[config.mk]
export PLATFORM = sky130hd
export DESIGN_NAME = block_line_rasterizer_core
export DESIGN_NICKNAME = d
export VERILOG_FILES = /design/src/hw/rtl/blr_pkg.sv /design/src/hw/rtl/blr_div.sv /design/src/hw/rtl/blr_pix.sv /design/src/hw/rtl/block_line_rasterizer_core.sv
export SDC_FILE = /design/constraint.sdc
export NUM_CORES = 2
export LEC_CHECK = 0
export BUFFER_PORTS_ARGS = -buffer_cell sky130_fd_sc_hd__buf_2
export CAP_MARGIN = 15
export CORE_MARGIN = 2
export CORE_UTILIZATION = 29
export DETAILED_ROUTE_END_ITERATION = 10
export HOLD_SLACK_MARGIN = 0.15
export PLACE_DENSITY = 0.44
export SYNTH_ARGS = -nofsm -noshare
export SYNTH_HDL_FRONTEND = slang
export SYNTH_SLANG_ARGS = --single-unit
[constraint.sdc]
create_clock -name clk -period 20.1 [get_ports clk]
set_input_delay 1.005 -clock clk [delete_from_list [all_inputs] [get_ports clk]]
set_output_delay 1.005 -clock clk [all_outputs]
set_load 0.01 [all_outputs]
[src/hw/rtl/blr_pkg.sv]
package blr_pkg;

  localparam int COORD_BITS   = 16;
  localparam int SCALE_BITS   = 8;
  localparam int COLOR_BITS   = 16;
  localparam int SPAN_BITS    = COORD_BITS + 1;
  localparam int DEC_BITS     = COORD_BITS + 4;
  localparam int CNT_BITS     = $clog2(COORD_BITS);
  localparam int CFG_IDX_BITS = 2;

  typedef logic signed [COORD_BITS-1:0] coord_t;
  typedef logic [COORD_BITS-1:0]        ucoord_t;
  typedef logic [SCALE_BITS-1:0]        scale_t;
  typedef logic [COLOR_BITS-1:0]        color_t;
  typedef logic [CFG_IDX_BITS-1:0]      cfg_idx_t;

  // configuration register indexes
  localparam cfg_idx_t REG_ORIGIN_X = 2'd0;
  localparam cfg_idx_t REG_ORIGIN_Y = 2'd1;

  // request types
  localparam logic REQ_LOAD = 1'b0;
  localparam logic REQ_STEP = 1'b1;

endpackage

[src/hw/rtl/blr_div.sv]
module blr_div
  import blr_pkg::*;
(
  input  logic   clk,
  input  logic   rst,
  input  logic   go,
  input  coord_t dividend,
  input  scale_t divisor,
  output logic   done,
  output coord_t quotient
);

  logic                busy;
  logic [CNT_BITS-1:0] cnt;
  logic [SCALE_BITS-1:0] rem;
  ucoord_t             quo;
  logic                neg;
  scale_t              dvs;
  logic [SCALE_BITS:0] rem_sh;
  logic [SCALE_BITS:0] rem_sub;
  logic                fits;

  // restoring division, one quotient bit per cycle on the magnitude
  always_comb begin
    rem_sh  = {rem, quo[COORD_BITS-1]};
    rem_sub = rem_sh - {1'b0, dvs};
    fits    = (rem_sh >= {1'b0, dvs});
  end

  always_ff @(posedge clk) begin
    if (rst) begin
      busy <= 1'b0;
      done <= 1'b0;
      cnt  <= '0;
    end else begin
      done <= 1'b0;
      if (go) begin
        busy <= 1'b1;
        cnt  <= CNT_BITS'(COORD_BITS - 1);
        rem  <= '0;
        quo  <= dividend[COORD_BITS-1] ? ucoord_t'(-dividend) : ucoord_t'(dividend);
        neg  <= dividend[COORD_BITS-1];
        dvs  <= divisor;
      end else if (busy) begin
        rem <= fits ? rem_sub[SCALE_BITS-1:0] : rem_sh[SCALE_BITS-1:0];
        quo <= {quo[COORD_BITS-2:0], fits};
        cnt <= cnt - 1'b1;
        if (cnt == '0) begin
          busy <= 1'b0;
          done <= 1'b1;
        end
      end
    end
  end

  // truncation toward zero: negate the magnitude quotient
  assign quotient = neg ? -coord_t'(quo) : coord_t'(quo);

endmodule

[src/hw/rtl/blr_pix.sv]
module blr_pix
  import blr_pkg::*;
(
  input  ucoord_t pos,
  input  scale_t  scale,
  input  ucoord_t origin,
  output ucoord_t screen
);

  logic [COORD_BITS+SCALE_BITS-1:0] prod;

  // scale back to block corner, then shift into the window, modulo 2^COORD_BITS
  assign prod   = pos * scale;
  assign screen = prod[COORD_BITS-1:0] + origin;

endmodule

[src/hw/rtl/block_line_rasterizer_core.sv]
// Pull-driven Bresenham line rasterizer. A load request (req_type 0) sets up a line and
// gives no result; each step request (req_type 1) gives the next pixel or block corner,
// with the window origin added, and last marks the final one (the end point itself is not
// drawn); a step with no line active gives nothing. A step waits in the emit state until
// the output register can take its result. A plain load goes through the setup state. In block
// mode (thickness above 1, plain_mode 0) the four endpoint coordinates first go one after
// another through a single shared bit-serial divider. in_ready is low while a request
// is being worked on; cfg_ready is always high, and origin writes apply to later steps.
module block_line_rasterizer_core
  import blr_pkg::*;
(
  input  logic     clk,
  input  logic     rst,
  input  logic     in_valid,
  output logic     in_ready,
  input  logic     req_type,
  input  coord_t   x_start,
  input  coord_t   y_start,
  input  coord_t   x_end,
  input  coord_t   y_end,
  input  scale_t   thickness,
  input  color_t   color,
  input  logic     plain_mode,
  output logic     out_valid,
  input  logic     out_ready,
  output ucoord_t  pixel_x,
  output ucoord_t  pixel_y,
  output scale_t   block_size,
  output color_t   pixel_color,
  output logic     last,
  input  logic     cfg_valid,
  output logic     cfg_ready,
  input  cfg_idx_t cfg_index,
  input  ucoord_t  cfg_data
);

  localparam logic [1:0] S_IDLE  = 2'd0;
  localparam logic [1:0] S_DIV   = 2'd1;
  localparam logic [1:0] S_SETUP = 2'd2;
  localparam logic [1:0] S_EMIT  = 2'd3;

  localparam logic [1:0] C_MA = 2'd0;
  localparam logic [1:0] C_MI = 2'd1;
  localparam logic [1:0] C_MB = 2'd2;
  localparam logic [1:0] C_NB = 2'd3;

  logic [1:0] state;
  logic [1:0] op;
  logic       div_go;
  logic       div_done;
  coord_t     div_q;

  ucoord_t origin_x;
  ucoord_t origin_y;

  coord_t crd [4];

  logic                  line_active;
  logic                  steep_flag;
  logic                  block_flag;
  coord_t                major_pos;
  coord_t                major_stop;
  coord_t                minor_pos;
  logic                  minor_down;
  logic signed [DEC_BITS-1:0] decision;
  logic [SPAN_BITS-1:0]  major_span;
  logic [SPAN_BITS-1:0]  minor_span;
  scale_t                block_scale;
  color_t                held_color;

  // load decode
  logic signed [SPAN_BITS-1:0] dx;
  logic signed [SPAN_BITS-1:0] dy;
  logic [SPAN_BITS-1:0]        adx;
  logic [SPAN_BITS-1:0]        ady;
  logic                        steep_in;
  coord_t                      ma_raw;
  coord_t                      mi_raw;
  coord_t                      mb_raw;
  coord_t                      nb_raw;
  logic                        swap;
  logic                        block_in;

  // setup
  logic signed [SPAN_BITS-1:0] maj_diff;
  logic signed [SPAN_BITS-1:0] min_diff;
  logic [SPAN_BITS-1:0]        min_abs;
  logic signed [DEC_BITS-1:0]  dec_init;

  // step
  logic                       dec_pos;
  logic signed [DEC_BITS-1:0] two_maj;
  logic signed [DEC_BITS-1:0] two_min;
  logic signed [DEC_BITS-1:0] decision_next;
  coord_t                     major_pos_next;
  coord_t                     minor_pos_next;
  logic                       is_last;
  ucoord_t                    px;
  ucoord_t                    py;
  ucoord_t                    sx;
  ucoord_t                    sy;
  logic                       emit_ok;
  logic                       in_fire;

  assign in_ready  = (state == S_IDLE);
  assign in_fire   = in_valid && in_ready;
  assign cfg_ready = 1'b1;
  assign emit_ok   = !out_valid || out_ready;

  always_comb begin
    dx       = {x_end[COORD_BITS-1], x_end} - {x_start[COORD_BITS-1], x_start};
    dy       = {y_end[COORD_BITS-1], y_end} - {y_start[COORD_BITS-1], y_start};
    adx      = dx[SPAN_BITS-1] ? SPAN_BITS'(-dx) : SPAN_BITS'(dx);
    ady      = dy[SPAN_BITS-1] ? SPAN_BITS'(-dy) : SPAN_BITS'(dy);
    steep_in = !(ady < adx);
    ma_raw   = steep_in ? y_start : x_start;
    mi_raw   = steep_in ? x_start : y_start;
    mb_raw   = steep_in ? y_end   : x_end;
    nb_raw   = steep_in ? x_end   : y_end;
    swap     = (ma_raw > mb_raw);
    block_in = (thickness > scale_t'(1)) && !plain_mode;
  end

  always_comb begin
    maj_diff = {crd[C_MB][COORD_BITS-1], crd[C_MB]} - {crd[C_MA][COORD_BITS-1], crd[C_MA]};
    min_diff = {crd[C_NB][COORD_BITS-1], crd[C_NB]} - {crd[C_MI][COORD_BITS-1], crd[C_MI]};
    min_abs  = min_diff[SPAN_BITS-1] ? SPAN_BITS'(-min_diff) : SPAN_BITS'(min_diff);
    dec_init = DEC_BITS'({min_abs, 1'b0}) - DEC_BITS'(maj_diff);
  end

  always_comb begin
    dec_pos        = !decision[DEC_BITS-1] && (decision != '0);
    two_maj        = DEC_BITS'({major_span, 1'b0});
    two_min        = DEC_BITS'({minor_span, 1'b0});
    decision_next  = decision - (dec_pos ? two_maj : '0) + two_min;
    major_pos_next = major_pos + 1'b1;
    minor_pos_next = dec_pos ? (minor_down ? minor_pos - 1'b1 : minor_pos + 1'b1) : minor_pos;
    is_last        = (major_pos_next == major_stop);
    px             = steep_flag ? ucoord_t'(minor_pos) : ucoord_t'(major_pos);
    py             = steep_flag ? ucoord_t'(major_pos) : ucoord_t'(minor_pos);
  end

  blr_div u_div (
    .clk      (clk),
    .rst      (rst),
    .go       (div_go),
    .dividend (crd[op]),
    .divisor  (block_scale),
    .done     (div_done),
    .quotient (div_q)
  );

  blr_pix u_pix_x (
    .pos    (px),
    .scale  (block_scale),
    .origin (origin_x),
    .screen (sx)
  );

  blr_pix u_pix_y (
    .pos    (py),
    .scale  (block_scale),
    .origin (origin_y),
    .screen (sy)
  );

  // configuration
  always_ff @(posedge clk) begin
    if (rst) begin
      origin_x <= '0;
      origin_y <= '0;
    end else if (cfg_valid && cfg_ready) begin
      case (cfg_index)
        REG_ORIGIN_X: origin_x <= cfg_data;
        REG_ORIGIN_Y: origin_y <= cfg_data;
        default: ;
      endcase
    end
  end

  // sequencer and line state
  always_ff @(posedge clk) begin
    if (rst) begin
      state       <= S_IDLE;
      op          <= C_MA;
      div_go      <= 1'b0;
      out_valid   <= 1'b0;
      line_active <= 1'b0;
      steep_flag  <= 1'b0;
      block_flag  <= 1'b0;
      block_scale <= scale_t'(1);
      held_color  <= '0;
    end else begin
      div_go <= 1'b0;
      if (out_valid && out_ready) begin
        out_valid <= 1'b0;
      end
      case (state)
        S_IDLE: begin
          if (in_fire) begin
            if (req_type == REQ_LOAD) begin
              crd[C_MA]   <= swap ? mb_raw : ma_raw;
              crd[C_MI]   <= swap ? nb_raw : mi_raw;
              crd[C_MB]   <= swap ? ma_raw : mb_raw;
              crd[C_NB]   <= swap ? mi_raw : nb_raw;
              steep_flag  <= steep_in;
              block_flag  <= block_in;
              block_scale <= block_in ? thickness : scale_t'(1);
              held_color  <= color;
              op          <= C_MA;
              if (block_in) begin
                div_go <= 1'b1;
                state  <= S_DIV;
              end else begin
                state <= S_SETUP;
              end
            end else begin
              state <= S_EMIT;
            end
          end
        end
        S_DIV: begin
          if (div_done) begin
            crd[op] <= div_q;
            if (op == C_NB) begin
              state <= S_SETUP;
            end else begin
              op     <= op + 1'b1;
              div_go <= 1'b1;
            end
          end
        end
        S_SETUP: begin
          major_span  <= SPAN_BITS'(maj_diff);
          minor_span  <= min_abs;
          minor_down  <= min_diff[SPAN_BITS-1];
          decision    <= dec_init;
          major_pos   <= crd[C_MA];
          minor_pos   <= crd[C_MI];
          major_stop  <= crd[C_MB];
          line_active <= (crd[C_MA] < crd[C_MB]);
          state       <= S_IDLE;
        end
        S_EMIT: begin
          if (!line_active) begin
            state <= S_IDLE;
          end else if (emit_ok) begin
            out_valid   <= 1'b1;
            pixel_x     <= sx;
            pixel_y     <= sy;
            block_size  <= block_scale;
            pixel_color <= held_color;
            last        <= is_last;
            decision    <= decision_next;
            minor_pos   <= minor_pos_next;
            major_pos   <= major_pos_next;
            line_active <= !is_last;
            state       <= S_IDLE;
          end
        end
        default: state <= S_IDLE;
      endcase
    end
  end

endmodule

### Word level (Yosys, flattened, before mapping)

Memories as Yosys holds them, arrays and structs flattened. A register that Yosys moved wholly into a read port is not among the register bits.
Cells that the tools add are included.
W data, S select, Z words.

* $add $sub $neg: 20
* $mul: 2
* div/mod/pow operators: 0
* magnitude comparators: 5
* equality and inequality tests: 15
* shift operators: 0
* mux-type cells: 78
* bitwise operators: 3
* reductions and logical operators: 30

Operator list (number)
* $mux W16: 21
* $sub A16 B16 Y17: 4
* $pmux W16 S2: 2
* $mux W17: 3
* $neg A17 Y17: 3
* $mux W20: 2
* $pmux W20 S2: 1
* $add A16 B1 Y16 const B: 2
* $add A16 B16 Y16: 2
* $mul A16 B8 Y16: 2
* $neg A16 Y16: 2
* $mux W2: 14
* $mux W1: 25
* $mux W8: 3
* $add A20 B18 Y20: 1
* $reduce_bool A20 Y1: 1
* $sub A19 B17 Y20: 1
* $sub A20 B18 Y20: 1
* $mux W18: 1
* $lt A17 B17 Y1: 1
* $eq A16 B16 Y1: 1
* $gt A16 B16 Y1: 1
* $lt A16 B16 Y1: 1
* $reduce_or A16 Y1: 1
* 27 further kinds: 57

* bits in registers: 263
* latch bits: 0
* bits in writable memories: 64
* ROM bits: 0
* input bits: 113
* output and inout bits: 60
* word-level logic and storage cells: 183
* memories kept: 1

Memory list
* crd: depth 4, width 16, rd ports 5, clocked after memory_dff 1, wr ports 4, line block_line_rasterizer_core.sv:56 `coord_t crd [4];`

### Longest topological paths before layout

* depth after elaboration: 8
* gate-level depth with buffers: 32
* gate-level depth less buffers: 28

### By module

Synthesis repeated with hierarchy kept, for this count alone.

* cells, all modules: 3256
* area total of the unflattened synthesis: 30301.6 um^2

Modules (own cells, without submodules)
* block_line_rasterizer_core: times used 1, cells each 2229, area each 21166.6 um^2, sequential area each 8047.7 um^2
* blr_pix at u_pix_y: times used 1, cells each 381, area each 3249.4 um^2, sequential area each 0.0 um^2
* blr_pix at u_pix_x: times used 1, cells each 380, area each 3229.3 um^2, sequential area each 0.0 um^2
* blr_div: times used 1, cells each 266, area each 2656.3 um^2, sequential area each 1111.1 um^2

### Worst setup path after synthesis

OpenSTA, ideal clock, no wires.

* path kind: input to register
* start point: input y_end[0]
* end point: memory crd[1][11] (netlist name) (data pin)
* setup time: 0.256 ns
* data arrival time: 7.317 ns
* required time: 19.844 ns
* path slack: 12.527 ns
* stages: 30
* buffers on the path: 3
* path through: inv_1 ha_1 fa_1 nand2b_2 a211oi_2 o21bai_2 xnor2_1 nand4_1 or4b_1 o41ai_1 xnor2_1 ha_1 o2111ai_1 a21oi_1 nand2_1 o21ai_1 buf_1 mux2i_1 inv_1 ha_1 a21o_1 a21o_1 a211oi_1 o21bai_1 o211ai_1 and2_1 clkbuf_1 clkbuf_1 o211ai_1 a31o_2

RTL lines
* from (decl): line block_line_rasterizer_core.sv:20 `input coord_t y_end,`
* to (decl): line block_line_rasterizer_core.sv:56

==> metrics <==
largest net degree at the start of global routing 61; gr usage total 16.9%; Worst Hold Depth 0; drt wl/cell 18.7 µm; root buffer selected by CTS clkbuf_16; r2r setup slk 14090 ps; Primary FF master, synth edfxtp_1; Total Wirelength 90600 µm; Synth Instances 3281; area occupied by multi-input gates 0.0190 mm²; Final setup viols 0; Critical Path End Type register; CTS tree built; Initial Util 29.1%; TritonRoute pass-1 iters 5; net switching share of the total power 40.9%; CP delay by family, top compound AO/OA/AOI/OAI gates; Max Cap Viol 0; Net Sw Power 1590 µW; standard cell core area 0.103 mm²; clk_lat worst skew 610 ps; Reg power frac 24.6%; combinational share of power 54.2%; synth unique cells 89; Net Count, Synth 3780; Max Buffers Root-to-Sink 3; dpl cells 4757; Final Cycle Share 45.9%; Critical Setup Path Class in -> reg; fillers 10900; Setup TNS 0 ps; worst-path fanout max 50; cells on worst reg2reg path 20; Finished Layout Cells 4839; share of cells above drive strength 1 12.2%; cts bufs inserted 45; worst stage delay on the critical path 740 ps; number of synthesized flops with an enable pin 257; Worst Setup SP y_end[0]; FFs w/ async S/R, synth 0%; CP max-delay cell buf_4; Setup Buffers After CTS 0; sequential share of the synthesized area 30.4%; Max Slew Vio Count 0; final core utilization 33.0%; via count 23400; final setup margin 10880 ps; final instance area 0.0340 mm²; Resized Gates After CTS 0; RSZ-0062 raised after global routing false; final setup skew 33.8 ps; r2r endpoint decision[18]$_DFFE_PP_; vias per cell 4.83; Worst-Margin Slew 1060 ps; Pint 2300 µW; Worst path depth 30; Reg2Reg Launch Point crd[1][0]$_DFFE_PP_; H-tree Lvls 2; CP Launch Type input port; Worst Path Required 20570 ps; P&R area growth vs syn 13.2%; DRC errors left 0; mean area per synthesized cell 9.17 µm²; RD Place Congestion 0.843; Reg area 0.00916 mm²; # IOs 173; outcome completed; pre-CTS WS 10170 ps; worst setup path end crd[0][0]$_DFFE_PP_; WP buf/inv 5; Post-Synthesis Cell Area 0.0301 mm²; port bufs 171; row count 118; Worst EP arrival 9690 ps; Final HPWL DP 71800 µm; Die H 326 µm; worst hold path type reg -> reg; worst vdd ir 0.0770 mV; Post-DRT Antenna Nets 0; Synth warnings 0; global-route wire length before repair 141000 µm; clock slew at reported path FFs 50 ps; CTS Sinks 329; fmax 0.108 GHz; width of the die 326 µm; final hold violation count 0; total global routing overflow 0; # hold bufs at CTS 0; normalized max-slew margin 28.6%; Lkg Pwr 0.0142 µW; initial antenna violation count 5; vias in the first global route 23700; PwrDens 114 mW/mm²; fin crit period 9220 ps; Seq cells post-synth 329; Post-DP Area 0.0326 mm²; die area 0.106 mm²; fin nets 3923; clock power share 21.1%; DR iter-0 viols 1262
[worst min-delay path by stage]
stage / endpoint / slack (ps) / startpoint
final: pixel_color[2]$_DFFE_PP_ / 430 / held_color[2]$_SDFFE_PP0P_
after global placement: pixel_color[7]$_DFFE_PP_ / 410 / held_color[7]$_SDFFE_PP0P_
after global routing: pixel_color[14]$_DFFE_PP_ / 430 / held_color[14]$_SDFFE_PP0P_
after detailed placement: pixel_color[14]$_DFFE_PP_ / 410 / held_color[14]$_SDFFE_PP0P_
after floorplan: pixel_color[0]$_DFFE_PP_ / 410 / held_color[0]$_SDFFE_PP0P_
after CTS: pixel_color[2]$_DFFE_PP_ / 430 / held_color[2]$_SDFFE_PP0P_
[power groups by stage]
| stage | sequential, µW | combinational (µW) | clock (µW) |
|---|---|---|---|
| global placement | 971 | 2110 | 0 |
| global route | 963 | 2380 | 867 |
| CTS | 958 | 2130 | 843 |
| detailed placement | 972 | 2110 | 0 |
| floorplan | 939 | 1630 | 0 |
| finish | 958 | 2110 | 820 |
[cell type report]
class	count	share of cell area, %
Clock buffer	59	3.71
Antenna cell	2	0.0147
Inverter	419	4.62
Timing Repair Buffer	209	3.35
Tap cell	1380	5.07
Multi-Input combinational cell	2420	55.7
Clock inverter	21	0.647
Sequential cell	329	26.9
[layer usage]
| metal | GRT usage [%] | share of wire, % | vias up |
|---|---|---|---|
| met5 | 0 | 0.030 | - |
| met4 | 4.16 | 2.2 | 4 |
| met3 | 1.92 | 3.3 | 98 |
| met2 | 29.5 | 49 | 379 |
| met1 | 22.4 | 46 | 11400 |
| li1 | - | - | 11500 |
[synthesized netlist by cell type, types with 37 or more instances]
library cell,instances,area [µm²]
xor2_1,75,657
and2_1,101,632
clkbuf_1,98,368
o21ai_0,119,596
fa_1,173,3460
nor2b_1,44,275
xnor2_1,164,1440
mux2_2,52,586
mux2i_1,80,801
ha_1,213,2670
inv_1,418,1570
nor3_1,53,265
nor2_1,195,732
edfxtp_1,257,7720
a21oi_1,206,1030
nand2_1,414,1550
a21o_1,40,300
dfxtp_1,72,1440
a31o_2,37,324
nand3_1,44,220
[metrics by stage]
| step | total power (µW) | hold slack, ps |
|---|---|---|
| 6_report | 3890 | 426 |
| 5_1_grt | 4210 | 432 |
| 4_1_cts | 3930 | 428 |
| 3_5_place_dp | 3080 | 412 |
| 3_3_place_gp | 3080 | 411 |
| 2_1_floorplan | 2560 | 408 |
[sequential cells by signal (all words and copies together) (netlist names), 2 cells and up, named ones only]
name and count:
crd 64, decision 20, major_span 17, minor_span 17, held_color 16, major_pos 16
major_stop 16, minor_pos 16, origin_x 16, origin_y 16, pixel_color 16, pixel_x 16
pixel_y 16, u_div.quo 16, block_scale 8, block_size 8, u_div.dvs 8, u_div.rem 8
u_div.cnt 4, op 2, state 2
[cell usage in the layout, fill, tap and decap left out, types with 15 or more instances in the layout]
cell type / count
o31ai_1: 18
a21oi_1: 205
mux2i_1: 80
fa_1: 173
clkbuf_16: 48
nor2_1: 193
nor3_1: 52
or3_1: 31
nand4_1: 18
and2_1: 100
nand2b_1: 28
mux4_2: 15
a211oi_1: 26
nand3_1: 44
edfxtp_1: 257
a31o_2: 37
nand2_1: 413
nor4_1: 17
o21bai_1: 16
xnor2_1: 164
o211ai_1: 15
xor2_1: 75
inv_1: 418
a21o_1: 40
o21a_1: 24
nand3b_1: 16
nor2b_1: 44
dfxtp_1: 72
and3_1: 18
buf_4: 38
buf_2: 171
o21ai_0: 115
mux2_2: 52
ha_1: 213
[cell families (layout without fill, tap and decap cells)]
logic type	Yosys count	count (layout)	share of synthesized area, %
buf+inv	532	708	6.69
flops	329	329	30.4
mux	147	147	5.73
other cells	1	3	0.0125
compound gates	614	614	13.3
xor+xnor	241	241	7.09
simple gates	1031	1031	16.4
fa+ha+maj	386	386	20.4
No activity file was read; power rests on OpenSTA's default activity.
